## src/rtl/sss_pkg.sv

```systemverilog
// Package for the setpoint sequencer core: command and run-state codes,
// configuration register indexes and fixed sizes. No dependencies.
`default_nettype none

package sss_pkg;

    localparam int unsigned POINT_COUNT = 3;

    typedef enum logic [1:0] {
        MODE_IDLE    = 2'd0,
        MODE_RUN     = 2'd1,
        MODE_TIMEOUT = 2'd2,
        MODE_DONE    = 2'd3
    } t_mode;

    typedef enum logic [1:0] {
        CMD_TICK  = 2'd0,
        CMD_START = 2'd1,
        CMD_IDLE  = 2'd2,
        CMD_NONE  = 2'd3
    } t_cmd;

    typedef enum logic [2:0] {
        REG_POINT_ZERO = 3'd0,
        REG_POINT_ONE  = 3'd1,
        REG_POINT_TWO  = 3'd2,
        REG_SLEW_STEP  = 3'd3,
        REG_TIMEOUT    = 3'd4,
        REG_ERR_LIMIT  = 3'd5,
        REG_SPD_LIMIT  = 3'd6,
        REG_HOLD_TIME  = 3'd7
    } t_reg_idx;

    localparam logic [31:0] TIMEOUT_RESET = 32'd4800;

endpackage

`default_nettype wire

```

## src/rtl/setpoint_sequencer_slew_settle_core.sv

```systemverilog
// Setpoint sequencer with slew-limited reference and settle/hold detection.
// Depends on sss_pkg for command, run-state and register index codes.
//
//  channel   direction  beat contents
//  s         in         tuser: cmd, meas_valid; tdata: now_time, position, speed
//  m         out        tdata: run_state, step_index, reference_pos,
//                              final_target, elapsed_time
//  apb       in/out     eight configuration registers at byte address 4*i
//
// Each beat passes an input register, one level of compare/update logic and
// the result register, from which its result is offered on m.
// One beat is accepted every cycle while the result side keeps taking beats.
// A stalled result register holds the input register, which then stalls s.
// Reset is synchronous and restores configuration, state and valid flags; data registers are not reset.
`default_nettype none

module setpoint_sequencer_slew_settle_core (
    input  wire logic        i_clk,
    input  wire logic        i_rst_n,
    input  wire logic        i_s_tvalid,
    output logic             o_s_tready,
    input  wire logic [71:0] i_s_tdata,  // now_time[31:0], position[47:32], speed[67:48]
    input  wire logic [2:0]  i_s_tuser,  // cmd[1:0], meas_valid[2]
    output logic             o_m_tvalid,
    input  wire logic        i_m_tready,
    output logic [71:0]      o_m_tdata,  // run_state[1:0], step_index[3:2],
                                         // reference_pos[19:4], final_target[35:20],
                                         // elapsed_time[67:36]
    input  wire logic        psel,
    input  wire logic        penable,
    input  wire logic        pwrite,
    input  wire logic [4:0]  paddr,
    input  wire logic [31:0] pwdata,
    output logic [31:0]      prdata,
    output logic             pready
);

    // Configuration registers.
    logic signed [15:0] r_point_zero, r_point_one, r_point_two;
    logic [14:0]        r_slew_step;
    logic [31:0]        r_timeout;
    logic [15:0]        r_err_limit;
    logic [18:0]        r_spd_limit;
    logic [31:0]        r_hold_time;

    // Input register.
    logic               r_in_valid;
    sss_pkg::t_cmd      r_cmd;
    logic [31:0]        r_now;
    logic               r_meas_valid;
    logic signed [15:0] r_pos;
    logic signed [19:0] r_spd;

    // Sequencer state.
    sss_pkg::t_mode     r_mode, n_mode;
    logic [1:0]         r_idx, n_idx;
    logic signed [15:0] r_dest, n_dest;
    logic signed [15:0] r_ref, n_ref;
    logic [31:0]        r_start, n_start;
    logic [31:0]        r_elapsed, n_elapsed;
    logic [31:0]        r_settle, n_settle;
    logic               r_settling, n_settling;

    // Result register.
    logic               r_out_valid;
    logic [71:0]        r_out_data;

    logic               w_advance;
    logic               w_cfg_wr;
    logic signed [16:0] w_diff;
    logic signed [16:0] w_step;
    logic               w_arrived;
    logic signed [15:0] w_slewed;
    logic signed [16:0] w_err;
    logic [16:0]        w_abs_err;
    logic [19:0]        w_abs_spd;
    logic [31:0]        w_run_time;
    logic [31:0]        w_hold_run;
    logic [1:0]         w_next_idx;
    logic signed [15:0] w_next_point;

    assign w_advance  = !r_out_valid || i_m_tready;
    assign o_s_tready = !r_in_valid || w_advance;
    assign o_m_tvalid = r_out_valid;
    assign o_m_tdata  = r_out_data;
    assign pready     = 1'b1;
    assign w_cfg_wr   = psel && penable && pwrite;

    always_ff @(posedge i_clk) begin
        if (!i_rst_n) begin
            r_point_zero <= '0;
            r_point_one  <= '0;
            r_point_two  <= '0;
            r_slew_step  <= '0;
            r_timeout    <= sss_pkg::TIMEOUT_RESET;
            r_err_limit  <= '0;
            r_spd_limit  <= '0;
            r_hold_time  <= '0;
        end else if (w_cfg_wr) begin
            case (sss_pkg::t_reg_idx'(paddr[4:2]))
                sss_pkg::REG_POINT_ZERO: r_point_zero <= pwdata[15:0];
                sss_pkg::REG_POINT_ONE:  r_point_one  <= pwdata[15:0];
                sss_pkg::REG_POINT_TWO:  r_point_two  <= pwdata[15:0];
                sss_pkg::REG_SLEW_STEP:  r_slew_step  <= pwdata[14:0];
                sss_pkg::REG_TIMEOUT:    r_timeout    <= pwdata;
                sss_pkg::REG_ERR_LIMIT:  r_err_limit  <= pwdata[15:0];
                sss_pkg::REG_SPD_LIMIT:  r_spd_limit  <= pwdata[18:0];
                sss_pkg::REG_HOLD_TIME:  r_hold_time  <= pwdata;
                default: ;
            endcase
        end
    end

    always_comb begin
        case (sss_pkg::t_reg_idx'(paddr[4:2]))
            sss_pkg::REG_POINT_ZERO: prdata = {16'd0, r_point_zero};
            sss_pkg::REG_POINT_ONE:  prdata = {16'd0, r_point_one};
            sss_pkg::REG_POINT_TWO:  prdata = {16'd0, r_point_two};
            sss_pkg::REG_SLEW_STEP:  prdata = {17'd0, r_slew_step};
            sss_pkg::REG_TIMEOUT:    prdata = r_timeout;
            sss_pkg::REG_ERR_LIMIT:  prdata = {16'd0, r_err_limit};
            sss_pkg::REG_SPD_LIMIT:  prdata = {13'd0, r_spd_limit};
            sss_pkg::REG_HOLD_TIME:  prdata = r_hold_time;
            default:                 prdata = '0;
        endcase
    end

    always_ff @(posedge i_clk) begin
        if (!i_rst_n) begin
            r_in_valid <= 1'b0;
        end else if (o_s_tready) begin
            r_in_valid <= i_s_tvalid;
        end
    end

    always_ff @(posedge i_clk) begin
        if (o_s_tready && i_s_tvalid) begin
            r_cmd        <= sss_pkg::t_cmd'(i_s_tuser[1:0]);
            r_meas_valid <= i_s_tuser[2];
            r_now        <= i_s_tdata[31:0];
            r_pos        <= i_s_tdata[47:32];
            r_spd        <= i_s_tdata[67:48];
        end
    end

    // Slew and settle arithmetic.
    always_comb begin
        w_diff     = {r_dest[15], r_dest} - {r_ref[15], r_ref};
        w_step     = {2'b00, r_slew_step};
        w_arrived  = 1'b1;
        w_slewed   = r_dest;
        if (r_slew_step != '0) begin
            if (w_diff > w_step) begin
                w_arrived = 1'b0;
                w_slewed  = r_ref + {1'b0, r_slew_step};
            end else if (w_diff < -w_step) begin
                w_arrived = 1'b0;
                w_slewed  = r_ref - {1'b0, r_slew_step};
            end
        end
        w_err      = {r_dest[15], r_dest} - {r_pos[15], r_pos};
        w_abs_err  = w_err[16] ? 17'(-w_err) : 17'(w_err);
        w_abs_spd  = r_spd[19] ? 20'(-r_spd) : 20'(r_spd);
        w_run_time = r_now - r_start;
        w_hold_run = r_now - r_settle;
        w_next_idx = r_idx + 2'd1;
        case (w_next_idx)
            2'd0:    w_next_point = r_point_zero;
            2'd1:    w_next_point = r_point_one;
            default: w_next_point = r_point_two;
        endcase
    end

    // Next state.
    always_comb begin
        n_mode     = r_mode;
        n_idx      = r_idx;
        n_dest     = r_dest;
        n_ref      = r_ref;
        n_start    = r_start;
        n_elapsed  = r_elapsed;
        n_settle   = r_settle;
        n_settling = r_settling;
        case (r_cmd)
            sss_pkg::CMD_TICK: begin
                if (r_mode == sss_pkg::MODE_RUN) begin
                    n_elapsed = w_run_time;
                    if (w_run_time >= r_timeout) begin
                        n_mode     = sss_pkg::MODE_TIMEOUT;
                        n_settling = 1'b0;
                    end else if (!r_meas_valid) begin
                        n_settling = 1'b0;
                    end else begin
                        n_ref = w_slewed;
                        if (!w_arrived) begin
                            n_settling = 1'b0;
                        end else if (w_abs_err > {1'b0, r_err_limit}
                                     || w_abs_spd > {1'b0, r_spd_limit}) begin
                            n_settling = 1'b0;
                        end else if (!r_settling) begin
                            n_settle   = r_now;
                            n_settling = 1'b1;
                        end else if (w_hold_run >= r_hold_time) begin
                            n_settling = 1'b0;
                            if (32'(w_next_idx) < sss_pkg::POINT_COUNT) begin
                                n_idx  = w_next_idx;
                                n_dest = w_next_point;
                            end else begin
                                n_mode = sss_pkg::MODE_DONE;
                            end
                        end
                    end
                end
            end
            sss_pkg::CMD_START: begin
                n_mode     = sss_pkg::MODE_RUN;
                n_idx      = 2'd1;
                n_dest     = r_point_one;
                n_ref      = r_point_zero;
                n_start    = r_now;
                n_elapsed  = '0;
                n_settle   = '0;
                n_settling = 1'b0;
            end
            sss_pkg::CMD_IDLE: begin
                n_mode     = sss_pkg::MODE_IDLE;
                n_settling = 1'b0;
            end
            default: ;
        endcase
    end

    always_ff @(posedge i_clk) begin
        if (!i_rst_n) begin
            r_mode     <= sss_pkg::MODE_IDLE;
            r_idx      <= '0;
            r_dest     <= '0;
            r_ref      <= '0;
            r_start    <= '0;
            r_elapsed  <= '0;
            r_settle   <= '0;
            r_settling <= 1'b0;
        end else if (r_in_valid && w_advance) begin
            r_mode     <= n_mode;
            r_idx      <= n_idx;
            r_dest     <= n_dest;
            r_ref      <= n_ref;
            r_start    <= n_start;
            r_elapsed  <= n_elapsed;
            r_settle   <= n_settle;
            r_settling <= n_settling;
        end
    end

    always_ff @(posedge i_clk) begin
        if (!i_rst_n) begin
            r_out_valid <= 1'b0;
        end else if (w_advance) begin
            r_out_valid <= r_in_valid;
        end
    end

    always_ff @(posedge i_clk) begin
        if (r_in_valid && w_advance) begin
            r_out_data <= {4'd0, n_elapsed, n_dest, n_ref, n_idx, n_mode};
        end
    end

    a_settling_only_running: assert property (@(posedge i_clk) disable iff (!i_rst_n)
        r_settling |-> r_mode == sss_pkg::MODE_RUN)
        else $error("settling flag set outside the running state");

    a_index_after_start: assert property (@(posedge i_clk) disable iff (!i_rst_n)
        r_mode != sss_pkg::MODE_IDLE |-> (r_idx == 2'd1 || r_idx == 2'd2))
        else $error("step index out of range after a start");

    a_done_on_last: assert property (@(posedge i_clk) disable iff (!i_rst_n)
        r_mode == sss_pkg::MODE_DONE |-> r_idx == 2'd2)
        else $error("sequence complete before the last point");

    a_input_held: assert property (@(posedge i_clk) disable iff (!i_rst_n)
        r_in_valid && !w_advance |=> r_in_valid && $stable(r_now) && $stable(r_cmd))
        else $error("input register lost a beat while the result side stalled");

endmodule

`default_nettype wire
```

## config.mk

```make
export PLATFORM = sky130hd
export DESIGN_NAME = setpoint_sequencer_slew_settle_core
export DESIGN_NICKNAME = d
export VERILOG_FILES = /design/src/rtl/sss_pkg.sv /design/src/rtl/setpoint_sequencer_slew_settle_core.sv
export SDC_FILE = /design/constraint.sdc
export NUM_CORES = 1
export LEC_CHECK = 0
export CAP_MARGIN = 20
export CORE_MARGIN = 2
export CORE_UTILIZATION = 55
export CTS_CLUSTER_DIAMETER = 60
export DETAILED_ROUTE_END_ITERATION = 7
export DONT_BUFFER_PORTS = 1
export PLACE_DENSITY_LB_ADDON = 0.1
export RECOVER_POWER = 50
export SKIP_LAST_GASP = 1
export SLEW_MARGIN = 20
export SYNTH_ARGS = -nofsm -noshare
export SYNTH_HDL_FRONTEND = slang
export SYNTH_SLANG_ARGS = --single-unit
```

## constraint.sdc

```tcl
create_clock -name i_clk -period 7.7 [get_ports i_clk]
set_input_delay 0.385 -clock i_clk [delete_from_list [all_inputs] [get_ports i_clk]]
set_output_delay 0.385 -clock i_clk [all_outputs]
set_load 0.01 [all_outputs]
```

======== Word-level counts from Yosys, hierarchy flattened ========
Cells that the tools add are included.
operators by class
  $add $sub $neg .......................... 10
  order comparisons ....................... 7
  equal/unequal tests ..................... 17
  mux-type cells .......................... 58
  reductions and logical operators ........ 27
operators by type and width
  operator                                    number
  one-hot mux 32 bit (8 select lines)         1
  two-way mux 16 bit                          14
  two-way mux 32 bit                          7
  one-hot mux 32 bit (2 select lines)         2
  one-hot mux 16 bit (2 select lines)         3
  >= comparator 32 bit                        2
  subtractor 32 bit                           2
  greater-than comparator 17 x 16 -> 1 bit    2
  subtractor 16 x 16 -> 17 bit                2
  two-way mux 2 bit                           16
  greater-than comparator 20 x 19 -> 1 bit    1
  two-way mux 20 bit                          1
  negator 20 bit                              1
  AND reduction 2 bit                         9
  less-than comparator 17 bit                 1
  two-way mux 17 bit                          1
  negator 15 -> 17 bit                        1
  negator 17 bit                              1
  adder 16 x 15 -> 16 bit                     1
  subtractor 16 x 15 -> 16 bit                1
  nonzero test 15 bit                         1
  equality test 3 bit, second input constant  4
  != test 2 bit, second input constant        6
  two-way mux 1 bit                           10
  18 further kinds                            29
word-level totals
  flip-flop bits (word level) ............. 436
  output and inout port bits .............. 107
  word-level logic and storage cells ...... 143

======== Depth between registers and ports, before layout ========
Gate-level depths: netlist (run 1).
  depth after elaboration ................. 12
  depth in mapped cells ................... 27
  gate-level depth less buffers ........... 25

======== Worst setup path after synthesis (run 1) ========
No wires, ideal clock.
  path type ............................... reg2reg
  start point ............................. register r_dest[0]
  end point ............................... register r_dest[6]
  setup time .............................. 242 ps
  arrival ................................. 5,411 ps
  path slack .............................. 2,047 ps
  stages on the path, launching flop included .. 24
  clock period less this slack ............ 5,653 ps
  path through ............................ dfxtp_1 -> inv_1 -> ha_1 -> fa_1 -> nand2b_1 -> a21oi_1 -> xor2_1 -> or2_2 -> or3_1 -> nor3_1 -> a31oi_1 -> xnor2_1 -> ha_1 -> nand4_1 -> or4_1 -> o22ai_1 -> a31oi_1 -> nor4_1 -> nand4_2 -> or3_1 -> clkbuf_1 -> buf_2 -> a311oi_1 -> a21oi_1
between the ends
  word-level cells in the longest chain between the ends .. 11
ends and longest elaborated chain
  item                                      RTL line                                    text
  start: declaration                        setpoint_sequencer_slew_settle_core.sv:57   logic signed [15:0] r_dest, n_dest;
  start signal: assignment                  setpoint_sequencer_slew_settle_core.sv:246  r_dest <= n_dest;
  subtractor 16 x 16 -> 17 bit              setpoint_sequencer_slew_settle_core.sv:161  w_err = {r_dest[15], r_dest} - {r_pos[15], r_pos};
  negator 17 bit                            setpoint_sequencer_slew_settle_core.sv:162  w_abs_err = w_err[16] ? 17'(-w_err) : 17'(w_err);
  two-way mux 17 bit                        setpoint_sequencer_slew_settle_core.sv:162
  greater-than comparator 17 x 16 -> 1 bit  setpoint_sequencer_slew_settle_core.sv:197  end else if (w_abs_err > {1'b0, r_err_limit}
  logical OR 1 bit                          setpoint_sequencer_slew_settle_core.sv:198  || w_abs_spd > {1'b0, r_spd_limit}) begin
  two-way mux 16 bit                        setpoint_sequencer_slew_settle_core.sv:197
  two-way mux 16 bit (*)                    setpoint_sequencer_slew_settle_core.sv:195  if (!w_arrived) begin
  two-way mux 16 bit (*)                    setpoint_sequencer_slew_settle_core.sv:191  end else if (!r_meas_valid) begin
  two-way mux 16 bit (*)                    setpoint_sequencer_slew_settle_core.sv:188  if (w_run_time >= r_timeout) begin
  two-way mux 16 bit (*)                    setpoint_sequencer_slew_settle_core.sv:186  if (r_mode == sss_pkg::MODE_RUN) begin
  one-hot mux 16 bit (2 select lines) (*)   setpoint_sequencer_slew_settle_core.sv:184  case (r_cmd)
Mark *: on every way between the ends. The rest lies on a longest branch, timed or not.
A chain may end at the register's enable or synchronous reset.

======== Worst setup path in the final report (run 1) ========
  start point ............................. register r_now[0]
  end point ............................... register r_out_data[15] (netlist: o_m_tdata[15]), data pin
between the ends
  word-level cells in the longest chain between the ends .. 5
ends and longest elaborated chain
  item                                 RTL line                                    text
  start: declaration                   setpoint_sequencer_slew_settle_core.sv:49   logic [31:0] r_now;
  start signal: assignment             setpoint_sequencer_slew_settle_core.sv:140  r_now <= i_s_tdata[31:0];
  subtractor 32 bit                    setpoint_sequencer_slew_settle_core.sv:164  w_run_time = r_now - r_start;
  >= comparator 32 bit                 setpoint_sequencer_slew_settle_core.sv:188
  two-way mux 16 bit                   setpoint_sequencer_slew_settle_core.sv:188
  two-way mux 16 bit                   setpoint_sequencer_slew_settle_core.sv:186
  one-hot mux 16 bit (2 select lines)  setpoint_sequencer_slew_settle_core.sv:184
  net n_ref[11]                        setpoint_sequencer_slew_settle_core.sv:58   logic signed [15:0] r_ref, n_ref;
  end signal: assignment               setpoint_sequencer_slew_settle_core.sv:265  r_out_data <= {4'd0, n_elapsed, n_dest, n_ref, n_idx, n_mode};
  end: declaration                     setpoint_sequencer_slew_settle_core.sv:66   logic [71:0] r_out_data;
The timed path passes the listed nets, and every way through them passes these cells.

==> results of run 1 <==
-- through the flow --
step                hold WS, ps  instances
finish                    39.92       4192
global route              37.92       4190
CTS                       6.155       4187
detailed placement        442.3       3985
global placement          433.9       3985
floorplan                 424.9       3447
-- where the power goes --
part           internal (mW)  switching (mW)
Clock                   1.48            1.02
Combinational          0.557           0.917
Sequential              2.45          0.0847
-- logic make-up after synthesis --
family | count (synthesis)
compound gates | 1005
xor+xnor | 132
fa+ha+maj | 269
buf+inv | 455
flops | 436
mux | 29
other cells | 2
simple gates | 1116
-- worst max-delay path, stage by stage (launching register included) --
cell and delay [ps]:
edfxtp_1 340, inv_1 70, ha_1 230, inv_1 80, fa_1 220, a211oi_1 110
o21a_1 210, o21ai_0 310, a41oi_1 290, o311ai_1 740, nand2_1 190, o21ai_0 220
a21oi_1 110, xnor2_1 430, ha_1 350, nand4_1 120, nor4_1 110, a21boi_0 230
nor4_1 720, nand2_1 300, nor3_1 680, o21ai_0 260, o31ai_1 470
-- what timing repair did --
action / 4_1_cts / 5_1_grt
setup endpoints to repair: 0 / 3
hold endpoints to repair: 259 / 0
resized for setup: 0 / 1
hold buffers: 107 / 0
-- sequential cells by signal, summed over array words and instances (netlist names), 2 cells and up --
| name | cells |
|---|---|
| o_m_tdata | 68 |
| r_cmd | 2 |
| r_dest | 16 |
| r_elapsed | 32 |
| r_err_limit | 16 |
| r_hold_time | 32 |
| r_idx | 2 |
| r_mode | 2 |
| r_now | 32 |
| r_point_one | 16 |
| r_point_two | 16 |
| r_point_zero | 16 |
| r_pos | 16 |
| r_ref | 16 |
| r_settle | 32 |
| r_slew_step | 15 |
| r_spd | 20 |
| r_spd_limit | 19 |
| r_start | 32 |
| r_timeout | 32 |
-- cell usage in the layout, fill, tap and decap left out, types with 15 or more instances in the layout --
master,netlist,routed
o211ai_1,22,22
a311oi_1,21,21
xnor2_1,108,108
or3b_1,31,31
mux2i_1,21,21
a21oi_1,429,428
nand3_1,45,45
o31ai_1,18,18
dlygate4sd3_1,0,106
o22ai_1,17,17
xor2_1,24,24
buf_4,5,31
o21ai_0,149,149
and2_1,24,23
inv_1,275,274
a31oi_1,22,22
o21bai_1,16,16
clkbuf_1,144,20
ha_1,263,262
nor2_1,204,201
clkbuf_16,0,57
nand2b_1,25,24
nor4_1,32,31
o21a_1,24,24
nor2b_1,25,25
dfxtp_1,297,297
edfxtp_1,139,139
nand2_1,573,572
a211oi_1,29,29
a22o_1,43,43
nand4_1,24,24
nor3_1,61,61
a22oi_1,49,49
a21o_1,43,43
or3_1,15,15
and3_1,17,17
-- synthesized netlist by cell type, types with 8 or more instances --
library cell / count / area [um^2]
o211ai_1: 22 / 165.2
dfxtp_1: 297 / 5946
xnor2_1: 108 / 945.9
edfxtp_1: 139 / 4174
a31o_2: 8 / 70.07
or3_1: 15 / 93.84
o21a_1: 24 / 180.2
a211o_1: 10 / 87.58
inv_1: 275 / 1032
o21bai_1: 16 / 120.1
clkbuf_1: 144 / 540.5
nand3_1: 45 / 225.2
o41ai_1: 9 / 78.83
a211oi_1: 29 / 217.7
buf_1: 10 / 37.54
a221o_1: 10 / 100.1
buf_2: 10 / 50.05
and2_1: 24 / 150.1
or3b_1: 31 / 271.5
o31ai_1: 18 / 135.1
and3_1: 17 / 106.4
nand2_1: 573 / 2151
a221oi_1: 11 / 96.34
nand2b_1: 25 / 156.4
o21ai_0: 149 / 745.7
nor2_1: 204 / 765.7
a2111oi_0: 8 / 70.07
o22ai_1: 17 / 106.4
nor2b_1: 25 / 156.4
nor4_1: 32 / 200.2
nor3_1: 61 / 305.3
a21oi_1: 429 / 2147
a32oi_1: 8 / 70.07
xor2_1: 24 / 210.2
a22oi_1: 49 / 367.9
a22o_1: 43 / 376.6
a311oi_1: 21 / 183.9
a31oi_1: 22 / 137.6
mux2i_1: 21 / 210.2
ha_1: 263 / 3291
a21o_1: 43 / 322.8
nand4_1: 24 / 150.1
or2_2: 15 / 93.84
-- layout make-up --
type | instances | area [um^2]
diodes | 4 | 10.01
fillers | 4419 | 19520
multi-input cells | 2556 | 16360
well taps | 680 | 850.8
inverters | 277 | 1049
flip-flops and latches | 436 | 10120
clock inverters | 18 | 187.7
repair buffers | 144 | 1336
clock buffers | 77 | 1562
-- metal layers --
layer	GRT usage (%)	part of all wire, %	vias up
met5	0	0.049	-
met4	14.35	4.6	8
met3	6.374	8.9	247
met2	56.56	44	1282
met1	50.07	43	12547
li1	-	-	12278
-- worst min-delay path by stage --
stage                              from            end  slack, ps  cells past startpoint
after CTS                       i_rst_n  r_elapsed[17]          6                      2
after floorplan           r_elapsed[27]  r_elapsed[27]        420                      2
after detailed placement  r_elapsed[31]  r_elapsed[31]        440                      2
after global routing            i_rst_n  r_elapsed[17]         40                      2
after global placement    r_elapsed[27]  r_elapsed[27]        430                      2
final                           i_rst_n  r_elapsed[17]         40                      2
==> impl_metrics.toml, run 1 <==
[placement]
dp_slack_ps = 554.6
io_buffer_count = 0
postPlaceCellArea_mm2 = 0.02864
hpwlAfterDp_mm = 73.53
place_congestion = 1.003

[timing]
fin_crit_ps = 7047
slew_violations = 212
finalWorstSetupSlack_ps = 653.0
hold_viol_final = 0
worst_slew_pin_slew_ps = 3042
fmax_mhz = 141.9
finalSetupViolCount = 0
rsz0062_at_grt = "false"
tns_ps = 0
slew-limit-headroom_pct = -102.8
timing.final.crit_share_pct = 91.52
skew_ps = 37.35

[worst_setup_path]
startpoint = "r_now[0]"
path_max_fanout = 6
worstRegToRegCells = 22
reg2reg_slack_ps = 650
crit_end = "o_m_tdata[15]"
r2r-start = "r_now[0]"
crit_arrival_ps = 7390
worstSetupPathType = "reg -> reg"
required_ps = 8040
rr_endpoint = "o_m_tdata[15]"
end_kind = "flip-flop"
start_kind = "flip-flop"

[clock_tree]
clockBufferDepth = 3
numCtsBuffers = 51
post-cts-setup-buffers = 0
cts.sinks = 436
path_clk_slew_ps = 60
insertion_delay_ps = 610
clock-root-buffer = "clkbuf_16"
htree_levels = 2
cts_tree = "yes"

[floorplan]
dieArea_mm2 = 0.05313
rows = 83
core_mm2 = 0.05099
ios = 226
start_util_pct = 55.33
die_h_um = 230.5
die_width_um = 230.5

[routing]
post_drt_wl_per_cell_um = 23.59
wl_mm = 98.89
ant_nets = 0
num_vias = 26362
drt_iter0_drc = 2745
routed_via_density = 6.289
drc = 0
drt-pass1-iter-count = 6

[cells_and_area]
nets = 3854
area_growth_pct = 11.54
drive_gt1_share_pct = 4.675
stdcell_area_mm2 = 0.03147
fin_util_pct = 61.72

[logic_synthesis]
synth_top_family_by_area = "compound AO/OA/AOI/OAI gates"
yosys_warnings = 0
syn_avg_cell_area_um2 = 8.192
synthAdderAreaFrac_pct = 12.09
yosys.area_share.simple_pct = 17.87
synthMuxAreaShare_pct = 1.344
ys_async_sr_fraction_pct = 0
synthCells = 3444
ys_ff_latch = 436
seq_area_frac_synth_pct = 35.87
ys_types = 86
synthXorXnorAreaFrac_pct = 4.098
ys.flop_type = "dfxtp_1"
synth_area_mm2 = 0.02821
synth_compound_area_share_pct = 22.41
synth_edf_count = 139

[global_route]
antenna_found_initial = 7
grt_pass1_vias = 24649
gr-total-overflow = 0
grt_pass1_wl_mm = 148.4
grt.total_usage_pct = 36.30
grt_max_degree = 101

[status]
failed_checks = "max-capacitance violations, max-slew violations"
outcome = "complete, but fails checks"

[power]
power_density_mw_per_mm2 = 206.6
ir_worst_vdd_mv = 0.2014
leakage_nw = 11.52
finalPower_mw = 6.501

[run]
drv_cap = 5

[min_path]
worstHoldPathType = "in -> reg"
Power figures use the tool's default switching activity.
==> run 2: changes to the inputs <==
- CTS_CLUSTER_SIZE: default -> 14
- clock period: 7.7 -> 6.1 ns (I/O delays scaled with it)
==> run 2 against run 1 <==
Net effect:
- the flow finishes with violations (negative hold slack, max-capacitance violations, max-slew violations)
- sequential share of layout area shrank 0.88 points
- setup slack got worse by 540 ps
- clock skew decreased by 8.1 ps
- clock-buffer cell count shrank 14
- critical endpoint is now r_settle[14]
- largest power group unchanged
==> impl_metrics.toml, run 2 (synthesis results as in run 1) <==
[timing]
timing.final.crit_share_pct = 98.07
rsz0062_at_grt = "true"
slew_violations = 123
slew-limit-headroom_pct = -23.17
skew_ps = 29.27
finalSetupViolCount = 0
tns_ps = 0
fmax_mhz = 167.2
worst_slew_pin_slew_ps = 1848
hold_viol_final = 1
fin_crit_ps = 5983
whs_ps = -2.630

[worst_setup_path]
path_max_fanout = 44
end_kind = "flip-flop"
worstRegToRegCells = 21
r2r-start = "r_dest[6]"
startpoint = "r_dest[6]"
required_ps = 6630
crit_arrival_ps = 6510
crit_end = "r_settle[14]"
worstSetupPathType = "reg -> reg"
reg2reg_slack_ps = 120
rr_endpoint = "r_settle[14]"
start_kind = "flip-flop"

[global_route]
gr-total-overflow = 0
grt_pass1_wl_mm = 152.3
antenna_found_initial = 4
grt_pass1_vias = 25491
grt.total_usage_pct = 37.36
grt_max_degree = 149

[routing]
drt-pass1-iter-count = 8
wl_mm = 102.4
num_vias = 26969
drc = 0
drt_iter0_drc = 2827
post_drt_wl_per_cell_um = 23.92
ant_nets = 0
routed_via_density = 6.297

[power]
leakage_nw = 11.99
finalPower_mw = 8.132
ir_worst_vdd_mv = 0.2477
power_density_mw_per_mm2 = 251.2

[min_path]
hold_depth = 3
worstHoldPathType = "in -> reg"

[run]
drv_cap = 4

[placement]
hpwlAfterDp_mm = 75.88
place_congestion = 0.9730
io_buffer_count = 0

[floorplan]
die_h_um = 230.5
die_width_um = 230.5
rows = 83
ios = 226
start_util_pct = 55.33
core_mm2 = 0.05099
dieArea_mm2 = 0.05313

[clock_tree]
clock-root-buffer = "clkbuf_16"
clockBufferDepth = 3
numCtsBuffers = 46
htree_levels = 2
cts.sinks = 436
path_clk_slew_ps = 70
cts_tree = "yes"
insertion_delay_ps = 610

[cells_and_area]
final_common_cell = "nand2_1"
largest_register_ffs = 68
area_growth_pct = 14.72
final_cell_mix = "nand2_1 (572), a21oi_1 (417), dfxtp_1 (295), inv_1 (274), ha_1 (261)"
fill_cells = 4372
nets = 3955
drive_gt1_share_pct = 8.442

[status]
outcome = "complete, but fails checks"
failed_checks = "negative hold slack, max-capacitance violations, max-slew violations"
## run 2: cell types whose count changed in the layout (fill, tap and decap cells not counted), moves of 4 or more
| cell | delta |
|---|---|
| a311oi_2 | +4 |
| a21oi_1 | -11 |
| a21oi_2 | +10 |
| a311oi_1 | -6 |
| dlygate4sd3_1 | +4 |
| clkbuf_16 | -9 |
| o21ai_0 | -5 |
| buf_4 | +100 |
| clkbuf_1 | -5 |
## run 2: how the worst min path moves through the flow
stage                        startpoint         endpoint
after floorplan            i_s_tuser[0]         r_cmd[0]
after global placement    i_s_tdata[53]         r_spd[5]
after detailed placement  i_s_tdata[22]        r_now[22]
after CTS                       i_rst_n         r_ref[9]
after global routing           paddr[4]  r_slew_step[14]
final                          paddr[4]   r_slew_step[9]
## run 2: power by group
part	total, mW	switching, mW	leakage [nW]	internal [mW]
combinational	2.08	1.25	7.51	0.837
clock	2.87	1.31	0.731	1.57
sequential	3.17	0.0910	3.76	3.08
total	8.13	2.65	12.0	5.49
## run 2: metrics by stage
step / cells / instance area (um^2) / setup slack [ps] / hold WS [ps] / utilization, %
floorplan: 3447 / 28230 / 446.9 / 403.9 / -
global placement: 4084 / 29410 / -175.5 / 403.9 / 57.68
detailed placement: 4084 / 29410 / -315.9 / 403.9 / 57.68
CTS: 4277 / 32070 / -5.983 / 6.445 / 62.90
global route: 4282 / 32370 / -10.31 / 4.336 / 63.48
finish: 4283 / 32370 / 117.4 / -2.630 / 63.48
## run 2: per-layer routing
layer	track usage, %	up-vias	routed length, um
met2	57.94	1425	44900
met3	6.966	283	9999
met5	0	-	0
li1	-	12479	-
met1	50.79	12782	42620
met4	16.57	0	4916
## run 2: worst max-delay path, cell delays in order, from the launching register on
cell and delay, ps:
dfxtp_1 560, ha_1 390, a211o_1 340, nor3_1 210
nand3_1 200, a311oi_1 360, xor2_1 350, a31oi_1 160
xnor2_1 160, ha_1 310, nand4_1 120, or4_4 530
o22ai_1 150, a31oi_1 110, nor4_1 230, buf_4 230
nand4b_1 110, or3_4 350, o22a_4 250, buf_12 170
or3b_1 410, a21oi_1 160
## run 2: what timing repair did
item                                    in CTS  in global routing
endpoints found under the setup margin      54                 86
setup buffers                                0                  4
hold endpoints to repair                   262                  0
pin swaps                                    0                 12
hold buffers                               111                  0
gates resized for setup                      8                 53
## run 2: cell type report
| type | count | area [um^2] | share of cell area, % |
|---|---|---|---|
| well taps | 680 | 850.8 | 2.629 |
| repair buffers | 250 | 2182 | 6.741 |
| inverters | 277 | 1050 | 3.243 |
| multi-input cells | 2556 | 16660 | 51.48 |
| clock buffers | 63 | 1297 | 4.008 |
| clock inverters | 19 | 197.7 | 0.6107 |
| diodes | 2 | 5.005 | 0.01546 |
| flip-flops and latches | 436 | 10120 | 31.27 |
